==> src/hw/rtl/limit_switch_seek_controller_core_defines.svh <==
// Assertion helpers for the seek controller; clk and rst_n must be in scope.
`ifndef LIMIT_SWITCH_SEEK_CONTROLLER_CORE_DEFINES_SVH
`define LIMIT_SWITCH_SEEK_CONTROLLER_CORE_DEFINES_SVH

// same-cycle implication
`define LSSC_ASSERT_NOW(lbl, ante, cons) \
  lbl: assert property (@(posedge clk) disable iff (!rst_n) (ante) |-> (cons)) \
    else $error("lssc: same-cycle check failed");

// next-cycle implication
`define LSSC_ASSERT_NEXT(lbl, ante, cons) \
  lbl: assert property (@(posedge clk) disable iff (!rst_n) (ante) |=> (cons)) \
    else $error("lssc: next-cycle check failed");

`endif

==> src/hw/rtl/lssc_pkg.sv <==
`timescale 1ns / 1ps
`default_nettype none

package lssc_pkg;

  localparam logic [2:0] FN_START = 3'd0;
  localparam logic [2:0] FN_SWITCH = 3'd1;
  localparam logic [2:0] FN_READ = 3'd2;
  localparam logic [2:0] FN_REF = 3'd3;
  localparam logic [2:0] FN_MOVE = 3'd4;

  localparam logic [2:0] K_ACK = 3'd0;
  localparam logic [2:0] K_STEP = 3'd1;
  localparam logic [2:0] K_READ = 3'd2;
  localparam logic [2:0] K_FOUND = 3'd3;
  localparam logic [2:0] K_FAULT = 3'd4;
  localparam logic [2:0] K_LIMIT = 3'd5;
  localparam logic [2:0] K_IGNORED = 3'd6;

  localparam logic [1:0] REG_INC_STEPS = 2'd0;
  localparam logic [1:0] REG_DEBOUNCE = 2'd1;
  localparam logic [1:0] REG_MAX_INC = 2'd2;

  localparam logic [7:0] RST_INC_STEPS = 8'd2;
  localparam logic [3:0] RST_DEBOUNCE = 4'd4;
  localparam logic [15:0] RST_MAX_INC = 16'd4000;

  localparam logic [2:0] STATUS_OK_CODE = 3'b100;

  typedef struct packed {
    logic [7:0] inc_steps;
    logic [3:0] debounce;
    logic [15:0] max_inc;
  } cfg_t;

  typedef struct packed {
    logic [2:0] func;
    logic direction;
    logic target_level;
    logic switch_level;
    logic [11:0] raw_angle;
    logic [7:0] status;
    logic read_ok;
    logic [15:0] move_count;
  } item_t;

  typedef struct packed {
    logic [2:0] kind;
    logic move_direction;
    logic [15:0] move_steps;
    logic signed [31:0] angle_count;
    logic signed [31:0] step_position;
    logic [7:0] encoder_status;
  } result_t;

  function automatic logic reading_valid(input logic ok, input logic [7:0] st);
    return ok && (st[5:3] == STATUS_OK_CODE);
  endfunction

endpackage

`default_nettype wire

==> src/hw/rtl/lssc_cfg_regs.sv <==
`timescale 1ns / 1ps
`default_nettype none

module lssc_cfg_regs (
  input  wire logic          clk,
  input  wire logic          rst_n,
  input  wire logic          psel,
  input  wire logic          penable,
  input  wire logic          pwrite,
  input  wire logic [3:0]    paddr,
  input  wire logic [31:0]   pwdata,
  output logic [31:0]        prdata,
  output logic               pready,
  output lssc_pkg::cfg_t     cfg
);
  import lssc_pkg::*;

  cfg_t cfg_r;
  cfg_t cfg_nxt;
  logic wr_en;

  assign pready = 1'b1;
  assign wr_en = psel && penable && pwrite && pready;

  always_comb begin
    cfg_nxt = cfg_r;
    if (wr_en) begin
      case (paddr[3:2])
        REG_INC_STEPS: cfg_nxt.inc_steps = pwdata[7:0];
        REG_DEBOUNCE:  cfg_nxt.debounce = pwdata[3:0];
        REG_MAX_INC:   cfg_nxt.max_inc = pwdata[15:0];
        default:       cfg_nxt = cfg_r;
      endcase
    end
  end

  always_ff @(posedge clk) begin
    if (!rst_n) begin
      cfg_r.inc_steps <= RST_INC_STEPS;
      cfg_r.debounce <= RST_DEBOUNCE;
      cfg_r.max_inc <= RST_MAX_INC;
    end else begin
      cfg_r <= cfg_nxt;
    end
  end

  always_comb begin
    case (paddr[3:2])
      REG_INC_STEPS: prdata = {24'd0, cfg_r.inc_steps};
      REG_DEBOUNCE:  prdata = {28'd0, cfg_r.debounce};
      REG_MAX_INC:   prdata = {16'd0, cfg_r.max_inc};
      default:       prdata = 32'd0;
    endcase
  end

  assign cfg = cfg_r;

endmodule

`default_nettype wire

==> src/hw/rtl/lssc_unwrap.sv <==
`timescale 1ns / 1ps
`default_nettype none

module lssc_unwrap (
  input  wire logic [11:0]        raw_angle,
  input  wire logic [11:0]        prev_angle,
  input  wire logic signed [31:0] acc_in,
  output logic signed [31:0]      acc_out
);
  // difference folded into -2048..2047 is just the 12-bit two's complement result
  logic [11:0] delta;

  assign delta = raw_angle - prev_angle;
  assign acc_out = acc_in + $signed({{20{delta[11]}}, delta});

endmodule

`default_nettype wire

==> src/hw/rtl/lssc_seek_fsm.sv <==
`timescale 1ns / 1ps
`default_nettype none

`include "limit_switch_seek_controller_core_defines.svh"

module lssc_seek_fsm (
  input  wire logic            clk,
  input  wire logic            rst_n,
  input  wire logic            proc,
  input  wire lssc_pkg::item_t item,
  input  wire lssc_pkg::cfg_t  cfg,
  output lssc_pkg::result_t    res
);
  import lssc_pkg::*;

  localparam logic [1:0] PH_IDLE = 2'd0;
  localparam logic [1:0] PH_SWITCH = 2'd1;
  localparam logic [1:0] PH_STEP_READ = 2'd2;
  localparam logic [1:0] PH_FINAL_READ = 2'd3;

  logic [1:0] phase_r, phase_nxt;
  logic seek_dir_r, seek_dir_nxt;
  logic seek_tgt_r, seek_tgt_nxt;
  logic [3:0] match_r, match_nxt;
  logic [15:0] incr_r, incr_nxt;
  logic signed [31:0] acc_r, acc_nxt;
  logic [11:0] prev_r, prev_nxt;
  logic [7:0] enc_st_r, enc_st_nxt;
  logic signed [31:0] pos_r, pos_nxt;

  logic signed [31:0] acc_unwrapped;
  logic ok;
  logic [3:0] match_inc;
  logic [15:0] incr_inc;
  logic [2:0] kind;
  logic mdir;
  logic [15:0] msteps;

  lssc_unwrap u_unwrap (
    .raw_angle  (item.raw_angle),
    .prev_angle (prev_r),
    .acc_in     (acc_r),
    .acc_out    (acc_unwrapped)
  );

  assign ok = reading_valid(item.read_ok, item.status);
  assign match_inc = match_r + 4'd1;
  assign incr_inc = incr_r + 16'd1;

  always_comb begin
    phase_nxt = phase_r;
    seek_dir_nxt = seek_dir_r;
    seek_tgt_nxt = seek_tgt_r;
    match_nxt = match_r;
    incr_nxt = incr_r;
    acc_nxt = acc_r;
    prev_nxt = prev_r;
    enc_st_nxt = enc_st_r;
    pos_nxt = pos_r;
    kind = K_IGNORED;
    mdir = 1'b0;
    msteps = 16'd0;
    case (item.func)
      FN_START: begin
        seek_dir_nxt = item.direction;
        seek_tgt_nxt = item.target_level;
        match_nxt = 4'd0;
        incr_nxt = 16'd0;
        if (cfg.max_inc == 16'd0) begin
          phase_nxt = PH_IDLE;
          kind = K_LIMIT;
        end else begin
          phase_nxt = PH_SWITCH;
          kind = K_ACK;
        end
      end
      FN_SWITCH: begin
        if (phase_r == PH_SWITCH) begin
          if (cfg.debounce == 4'd0 || item.switch_level == seek_tgt_r) begin
            if (cfg.debounce == 4'd0 || match_inc >= cfg.debounce) begin
              match_nxt = 4'd0;
              phase_nxt = PH_FINAL_READ;
              kind = K_READ;
            end else begin
              match_nxt = match_inc;
              kind = K_ACK;
            end
          end else begin
            match_nxt = 4'd0;
            if (seek_dir_r) begin
              pos_nxt = pos_r + $signed({24'd0, cfg.inc_steps});
            end else begin
              pos_nxt = pos_r - $signed({24'd0, cfg.inc_steps});
            end
            phase_nxt = PH_STEP_READ;
            kind = K_STEP;
            mdir = seek_dir_r;
            msteps = {8'd0, cfg.inc_steps};
          end
        end
      end
      FN_READ: begin
        if (phase_r != PH_SWITCH) begin
          if (!ok) begin
            phase_nxt = PH_IDLE;
            kind = K_FAULT;
          end else begin
            acc_nxt = acc_unwrapped;
            prev_nxt = item.raw_angle;
            enc_st_nxt = item.status;
            if (phase_r == PH_FINAL_READ) begin
              phase_nxt = PH_IDLE;
              kind = K_FOUND;
            end else if (phase_r == PH_STEP_READ) begin
              incr_nxt = incr_inc;
              if (incr_inc >= cfg.max_inc) begin
                phase_nxt = PH_IDLE;
                kind = K_LIMIT;
              end else begin
                phase_nxt = PH_SWITCH;
                kind = K_ACK;
              end
            end else begin
              kind = K_ACK;
            end
          end
        end
      end
      FN_REF: begin
        if (phase_r == PH_IDLE) begin
          if (ok) begin
            prev_nxt = item.raw_angle;
            enc_st_nxt = item.status;
            kind = K_ACK;
          end else begin
            kind = K_FAULT;
          end
        end
      end
      FN_MOVE: begin
        if (phase_r == PH_IDLE) begin
          if (item.direction) begin
            pos_nxt = pos_r + $signed({16'd0, item.move_count});
          end else begin
            pos_nxt = pos_r - $signed({16'd0, item.move_count});
          end
          kind = K_STEP;
          mdir = item.direction;
          msteps = item.move_count;
        end
      end
      default: kind = K_IGNORED;
    endcase
  end

  always_ff @(posedge clk) begin
    if (!rst_n) begin
      phase_r <= PH_IDLE;
      seek_dir_r <= 1'b0;
      seek_tgt_r <= 1'b0;
      match_r <= 4'd0;
      incr_r <= 16'd0;
      acc_r <= 32'sd0;
      prev_r <= 12'd0;
      enc_st_r <= 8'd0;
      pos_r <= 32'sd0;
    end else if (proc) begin
      phase_r <= phase_nxt;
      seek_dir_r <= seek_dir_nxt;
      seek_tgt_r <= seek_tgt_nxt;
      match_r <= match_nxt;
      incr_r <= incr_nxt;
      acc_r <= acc_nxt;
      prev_r <= prev_nxt;
      enc_st_r <= enc_st_nxt;
      pos_r <= pos_nxt;
    end
  end

  always_comb begin
    res.kind = kind;
    res.move_direction = mdir;
    res.move_steps = msteps;
    res.angle_count = acc_nxt;
    res.step_position = pos_nxt;
    res.encoder_status = enc_st_nxt;
  end

  `LSSC_ASSERT_NEXT(a_found_ends_seek, proc && kind == K_FOUND, phase_r == PH_IDLE)
  `LSSC_ASSERT_NEXT(a_read_req_arms_final, proc && kind == K_READ, phase_r == PH_FINAL_READ)
  `LSSC_ASSERT_NEXT(a_pos_holds_idle, !proc, $stable(pos_r) && $stable(acc_r))

endmodule

`default_nettype wire

==> src/hw/rtl/limit_switch_seek_controller_core.sv <==
// Limit switch seek controller.
// Input stream (in_*): one item per event; in_tuser carries the function code
// (start seek, switch sample, encoder reading, set reference, external move),
// in_tdata the operands. Every accepted item yields exactly one result item
// on out_*: out_tuser is the result kind, out_tdata the commanded move, the
// unwrapped multi-turn angle, the step position and the last encoder status.
// Configuration (increment steps, debounce samples, increment budget) sits on
// the APB port at byte addresses 0, 4 and 8; write only while no seek items
// are in flight.
// An accepted item is held in the input register, then the state update writes
// its result into the result register. Throughput is one item per cycle while
// out_tready is high; the single state update between the registers sets it.
// When out_tready is low the result register holds, the input register still
// takes one more item, and in_tready drops once both are full.
// Synchronous reset clears all seek state, angle and position to zero, loads
// the default configuration and empties both registers.
`timescale 1ns / 1ps
`default_nettype none

`include "limit_switch_seek_controller_core_defines.svh"

module limit_switch_seek_controller_core (
  input  wire logic        clk,
  input  wire logic        rst_n,
  input  wire logic        in_tvalid,
  output logic             in_tready,
  // in_tdata: direction, target_level, switch_level, raw_angle[11:0],
  //           status[7:0], read_ok, move_count[15:0]
  input  wire logic [39:0] in_tdata,
  // in_tuser: func[2:0]
  input  wire logic [2:0]  in_tuser,
  output logic             out_tvalid,
  input  wire logic        out_tready,
  // out_tdata: move_direction, move_steps[15:0], angle_count[31:0],
  //            step_position[31:0], encoder_status[7:0], zero pad[6:0]
  output logic [95:0]      out_tdata,
  // out_tuser: kind[2:0]
  output logic [2:0]       out_tuser,
  input  wire logic        cfg_psel,
  input  wire logic        cfg_penable,
  input  wire logic        cfg_pwrite,
  input  wire logic [3:0]  cfg_paddr,
  input  wire logic [31:0] cfg_pwdata,
  output logic [31:0]      cfg_prdata,
  output logic             cfg_pready
);
  import lssc_pkg::*;

  cfg_t cfg;
  item_t in_item_r, in_item_nxt;
  logic in_valid_r, in_valid_nxt;
  result_t res;
  result_t out_res_r, out_res_nxt;
  logic out_valid_r, out_valid_nxt;
  logic adv;
  logic proc;
  logic in_acc;

  lssc_cfg_regs u_cfg (
    .clk     (clk),
    .rst_n   (rst_n),
    .psel    (cfg_psel),
    .penable (cfg_penable),
    .pwrite  (cfg_pwrite),
    .paddr   (cfg_paddr),
    .pwdata  (cfg_pwdata),
    .prdata  (cfg_prdata),
    .pready  (cfg_pready),
    .cfg     (cfg)
  );

  assign adv = !out_valid_r || out_tready;
  assign proc = in_valid_r && adv;
  assign in_tready = !in_valid_r || adv;
  assign in_acc = in_tvalid && in_tready;

  always_comb begin
    in_valid_nxt = in_valid_r;
    in_item_nxt = in_item_r;
    if (in_tready) begin
      in_valid_nxt = in_tvalid;
      in_item_nxt.func = in_tuser;
      in_item_nxt.direction = in_tdata[0];
      in_item_nxt.target_level = in_tdata[1];
      in_item_nxt.switch_level = in_tdata[2];
      in_item_nxt.raw_angle = in_tdata[14:3];
      in_item_nxt.status = in_tdata[22:15];
      in_item_nxt.read_ok = in_tdata[23];
      in_item_nxt.move_count = in_tdata[39:24];
    end
  end

  lssc_seek_fsm u_fsm (
    .clk   (clk),
    .rst_n (rst_n),
    .proc  (proc),
    .item  (in_item_r),
    .cfg   (cfg),
    .res   (res)
  );

  always_comb begin
    out_valid_nxt = out_valid_r;
    out_res_nxt = out_res_r;
    if (adv) begin
      out_valid_nxt = in_valid_r;
      out_res_nxt = res;
    end
  end

  always_ff @(posedge clk) begin
    if (!rst_n) begin
      in_valid_r <= 1'b0;
      out_valid_r <= 1'b0;
    end else begin
      in_valid_r <= in_valid_nxt;
      out_valid_r <= out_valid_nxt;
    end
  end

  always_ff @(posedge clk) begin
    in_item_r <= in_item_nxt;
    out_res_r <= out_res_nxt;
  end

  assign out_tvalid = out_valid_r;
  assign out_tuser = out_res_r.kind;
  assign out_tdata = {7'd0, out_res_r.encoder_status, out_res_r.step_position,
                      out_res_r.angle_count, out_res_r.move_steps,
                      out_res_r.move_direction};

  `LSSC_ASSERT_NOW(a_no_move_unless_step, out_tvalid && out_tuser != K_STEP,
                   out_tdata[16:0] == 17'd0)
  `LSSC_ASSERT_NEXT(a_stalled_item_kept, in_valid_r && !adv,
                    in_valid_r && $stable(in_item_r))
  `LSSC_ASSERT_NEXT(a_accept_loads, in_acc, in_valid_r)

endmodule

`default_nettype wire

==> config.mk <==
export PLATFORM = sky130hd
export DESIGN_NAME = limit_switch_seek_controller_core
export DESIGN_NICKNAME = d
export VERILOG_FILES = /design/src/hw/rtl/lssc_pkg.sv /design/src/hw/rtl/lssc_cfg_regs.sv /design/src/hw/rtl/lssc_unwrap.sv /design/src/hw/rtl/lssc_seek_fsm.sv /design/src/hw/rtl/limit_switch_seek_controller_core.sv
export VERILOG_INCLUDE_DIRS = /design/src /design/src/hw/rtl
export SDC_FILE = /design/constraint.sdc
export NUM_CORES = 1
export LEC_CHECK = 0
export ABC_AREA = 1
export BUFFER_PORTS_ARGS = -buffer_cell sky130_fd_sc_hd__clkbuf_2
export CAP_MARGIN = 30
export CORE_MARGIN = 2
export CORE_UTILIZATION = 40
export DETAILED_ROUTE_END_ITERATION = 6
export PLACE_DENSITY = 0.67
export SLEW_MARGIN = 40
export SYNTH_ARGS = -nofsm -noshare
export SYNTH_HDL_FRONTEND = slang
export SYNTH_SLANG_ARGS = --single-unit
==> constraint.sdc <==
create_clock -name clk -period 5.1 [get_ports clk]
set_input_delay 0.765 -clock clk [delete_from_list [all_inputs] [get_ports clk]]
set_output_delay 0.765 -clock clk [all_outputs]
set_load 0.01 [all_outputs]
Word-level counts from Yosys, hierarchy flattened:

Index checks and enable logic that the tools add are counted.

* input bits: 86
* register bits after elaboration: 273

* equal/unequal tests: 20
* reductions and logical operators: 27
* order comparisons: 2
* muxes and demuxes: 58
* $add $sub $neg: 8

Operator list (number)
* 32-bit 2-to-1 mux: 8
* 16-bit 2-to-1 mux: 6
* 16-bit case mux with 2 select lines: 2
* 32-bit case mux with 2 select lines: 1
* 16-bit case mux with 3 select lines: 1
* 12-bit 2-to-1 mux: 3
* 32-bit by 12-bit adder with 32-bit output: 1
* 32-bit by 17-bit adder with 32-bit output: 1
* 32-bit by 9-bit adder with 32-bit output: 1
* 8-bit 2-to-1 mux: 4
* 32-bit by 17-bit subtractor with 32-bit output: 1
* 32-bit by 9-bit subtractor with 32-bit output: 1
* 3-bit 2-to-1 mux: 10
* 12-bit case mux with 2 select lines: 1
* 2-bit 2-to-1 mux: 9
* 16-bit by 1-bit adder with 16-bit output (second input constant): 1
* 16-bit greater-or-equal comparator: 1
* 16-bit logical NOT: 1
* 8-bit case mux with 2 select lines: 1
* 3-bit case mux with 5 select lines: 1
* 4-bit 2-to-1 mux: 3
* 2-bit by 1-bit inequality test with 1-bit output (second input constant): 6
* 6-bit AND reduction: 2
* 12-bit subtractor: 1
* other kinds (26): 48

Logic depth before layout (Yosys ltp):

* depth in word-level cells: 8
* depth in mapped cells: 27
* mapped depth without buffers: 27

Hierarchy:

Synthesis repeated with hierarchy kept, for this count alone.

* cell total of the unflattened synthesis: 3074
* area total of the unflattened synthesis: 20517.2 µm²

Modules (own cells, without submodules)
* lssc_seek_fsm: sequential area each 2162.1 µm², area an instance 12085.3 µm², cells an instance 2183, instances 1
* limit_switch_seek_controller_core: sequential area each 4093.9 µm², area an instance 4197.8 µm², cells an instance 154, instances 1
* lssc_unwrap: sequential area each 0.0 µm², area an instance 2732.6 µm², cells an instance 514, instances 1
* lssc_cfg_regs: sequential area each 560.5 µm², area an instance 1501.4 µm², cells an instance 223, instances 1

Worst setup path after synthesis:

No wires, ideal clock.

* path type: input to register
* start point: input out_tready
* end point: register u_fsm.prev_r[10]
* stages: 8
* path buffers: 1
* data arrival time: 4.265 ns
* setup slack: 0.715 ns
* path through: inv_1 -> nand2_1 -> nand2_1 -> nor2_2 -> inv_2 -> nor4_4 -> buf_2 -> a21oi_1

* cells in the longest elaborated chain, start to end: 3

RTL lines
* start, declared: line limit_switch_seek_controller_core.sv:33 `input wire logic out_tready,`
* 1-bit logical OR: line limit_switch_seek_controller_core.sv:72 `assign adv = !out_valid_r || out_tready;`
* 1-bit logical AND: line limit_switch_seek_controller_core.sv:73 `assign proc = in_valid_r && adv;`
* 4-bit AND reduction (no source line)
* end signal, assigned: line lssc_seek_fsm.sv:174 `prev_r <= prev_nxt;`
* end, declared: line lssc_seek_fsm.sv:27 `logic [11:0] prev_r, prev_nxt;`

Every way passes these cells.
A chain may end at the register's enable or synchronous reset.

==> results.sh <==
export IMPL_slew_violations=0
export IMPL_worst_pin_slew_ns=0.816
export IMPL_rsz0062_at_grt="no"
export IMPL_worst_ep_required_time_ns=5.45
export IMPL_antenna_found_initial=0
export IMPL_die_area_mm2=0.0515
export IMPL_synth_edff_count=135
export IMPL_timing_fmax_ghz=0.234
export IMPL_met3_usage_pct=3.12
export IMPL_initial_utilization_pct=40.6
export IMPL_initialDrtViolationCount=1271
export IMPL_htreeDepth=1
export IMPL_dr_total_vias=18800
export IMPL_p_per_area_mw_per_mm2=297
export IMPL_clkPwrFrac_pct=35.5
export IMPL_cts_hold_buffers_added=0
export IMPL_wire_per_inst_um=15.1
export IMPL_seq_power_share_pct=38.2
export IMPL_final_cell_mix="nand2_1 (806), inv_1 (480), nor2_1 (249)"
export IMPL_hold_path_class="in -> reg"
export IMPL_critPathMaxFanout=17
export IMPL_syn_instance_count=2909
export IMPL_drive_gt1_share_pct=9.98
export IMPL_finalSetupViolCount=0
export IMPL_cts_max_path_buffers=3
export IMPL_io_buffers=177
export IMPL_yosys_warnings=0
export IMPL_clock_root_buffer="clkbuf_16"
export IMPL_syn_area_per_cell_um2=6.83
export IMPL_grt_max_degree=65
export IMPL_nets=3292
export IMPL_hpwl_um=44300
export IMPL_grt_usage_pct=22.1
export IMPL_hold_viol=0
export IMPL_combPwrFrac_pct=26.3
export IMPL_irDropWorstVdd_uv=278
export IMPL_rows=81
export IMPL_clk_pin_slew_ns=0.06
export IMPL_dr_pass1_iters=5
export IMPL_syn_cell_area_mm2=0.0199
export IMPL_ys_ff_latch=273
export IMPL_cts_buffers=31
export IMPL_seq_area_frac_synth_pct=34.3
export IMPL_slew_headroom_pct=45.4
export IMPL_end_kind="register"
export IMPL_sw_frac_of_total_pct=33.1
export IMPL_post_cts_buffers=0
export IMPL_grt_pass1_wl_um=90700
export IMPL_path_class="reg -> reg"
export IMPL_status="finished clean"
export IMPL_grt_busiest_layer="met2"
export IMPL_die_y_um=227
export IMPL_power_switching_uw=2210
export IMPL_core_mm2=0.0490
export IMPL_utilization_pct=45.8
export IMPL_synth_top_flop_cell="dfxtp_1"
export IMPL_final_common_cell="nand2_1"
export IMPL_clock_skew_ns=0.0264
export IMPL_synth_top_area_share_pct=20.4
export IMPL_reg2reg_slack_ns=0.82
export IMPL_fin_setup_tns_ns=0
export IMPL_clk_latency_ns=0.61
export IMPL_cp_start_kind="register"
export IMPL_totalWireLength_um=56800
export IMPL_grt_pass1_vias=17200
export IMPL_die_w_um=227
export IMPL_met2_usage_pct=36.0
export IMPL_fin_crit_sh_pct=84.0
export IMPL_antenna_cells=0
export IMPL_drv_cap=0
export IMPL_synth_area_leaders="edfxtp_1 (20%), nand2_1 (15%), dfxtp_1 (14%)"
export IMPL_met1_usage_pct=30.5
export IMPL_period_minus_slack_ns=4.28
export IMPL_place_congestion=0.969
export IMPL_grt_remaining_overflow=0
export IMPL_synth_async_sr_flop_share_pct=0
export IMPL_ios=220
export IMPL_synth_distinct_cells=59
export IMPL_p_leak_uw=0.0114
export IMPL_cp_arrival_ns=4.63
export IMPL_ant_nets=0
export IMPL_cts_resized_gates=0
export IMPL_cts_tree="built"
export IMPL_synth_top_area_cell="edfxtp_1"
export IMPL_syn_to_final_growth_pct=12.9
export IMPL_via_per_inst=4.99
export IMPL_p_int_uw=4450
export IMPL_drc=0
export IMPL_cts_sinks=273
sequential cells by signal (all words and copies together), names as in the netlist, 2 cells and up:
name,cells
u_fsm.incr_r,16
out_tdata,89
in_item_r,43
out_tuser,3
u_fsm.acc_r,32
u_fsm.prev_r,12
u_fsm.enc_st_r,8
u_fsm.phase_r,2
u_cfg.cfg,28
u_fsm.match_r,4
u_fsm.pos_r,32
routing by layer:
layer,up-vias,wire length (um)
met5,-,0
met4,0,1550
met3,89,3280
met2,524,25500
met1,8426,26500
li1,9733,-
power by group through the flow:
stage               combinational, uW  clock (uW)  sequential, uW
finish                           1750        2370            2540
global route                     1990        2500            2560
CTS                              1740        2420            2540
detailed placement               1730           0            2590
global placement                 1720           0            2590
floorplan                        1220           0            2600
critical path, stage by stage, from the launching register on:
cell and delay (ns):
edfxtp_1 0.39, ha_1 0.38, a21oi_1 0.19, nor2_1 0.06, nor3b_1 0.33, nand3_1 0.15, nand2_1 0.09, nand2_1 0.47
ha_1 0.58, a21oi_1 0.25, o21ai_0 0.21, a21oi_1 0.23, nor2_1 0.09, nor3_1 0.25, nand2_1 0.09, nand2_1 0.07
nand3_1 0.06, nand2_1 0.11, inv_1 0.04
metrics by stage:
step / std cells / instance area (um^2) / hold slack (ns) / power, uW / setup slack (ns)
3_3_place_gp: 3699 / 21300 / 0.420 / 4300 / 0.966
2_1_floorplan: 2931 / 20000 / 0.415 / 3820 / 0.715
4_1_cts: 3758 / 22400 / 0.306 / 6690 / 0.847
3_5_place_dp: 3700 / 21300 / 0.428 / 4310 / 0.862
6_report: 3759 / 22400 / 0.327 / 6660 / 0.818
5_1_grt: 3759 / 22400 / 0.311 / 7050 / 0.401
worst paths after layout:
check | to | cells after the start | start
max | out_tdata[44]$_DFFE_PN_ | 18 | in_item_r[33]$_DFFE_PP_
min | in_item_r[14]$_DFFE_PP_ | 1 | in_tdata[38]
max reg2reg | out_tdata[44]$_DFFE_PN_ | 18 | in_item_r[33]$_DFFE_PP_
min reg2reg | u_fsm.enc_st_r[3]$_SDFFE_PN0P_ | 2 | u_fsm.enc_st_r[3]$_SDFFE_PN0P_
synth_stat cells, types with 4 or more instances:
library cell,instances
a22o_1,5
inv_1,482
nand2_1,808
inv_2,11
o22ai_1,17
o21bai_1,13
o21ai_1,25
nor3_4,4
nor4_1,5
buf_6,4
nand4_1,39
ha_1,132
o211ai_1,17
fa_1,4
a31oi_1,5
clkinv_1,4
nand3b_1,12
o21ai_0,138
nand3_1,163
edfxtp_1,135
a21oi_1,244
o211ai_2,4
nor2_2,8
buf_1,5
or2_2,16
buf_4,28
a211oi_1,5
buf_2,10
o31ai_1,4
xor2_1,36
xnor2_1,19
clkbuf_1,41
dfxtp_1,138
o221ai_1,7
nor2_1,250
nor3_1,26
kinds of logic after synthesis:
family	Yosys count	share of synthesized area, %
flip-flops	273	34.3
other	2	0.0378
AND/OR/NAND/NOR	1349	28.4
adder cells (fa/ha/maj)	136	8.71
multiplexers	1	0.0504
XOR/XNOR	56	2.51
AO/OA/AOI/OAI	506	14.1
buffers and inverters	586	11.8
layout make-up:
cell class | count | area, um^2
clock buffer | 38 | 842
clock inverter | 20 | 243
inverter | 498 | 1870
multi-input combinational | 2072 | 10800
sequential | 273 | 6820
timing repair buffer | 194 | 1010
fill | 5054 | 26500
tap | 664 | 831
Power figures use the tool's default switching activity.
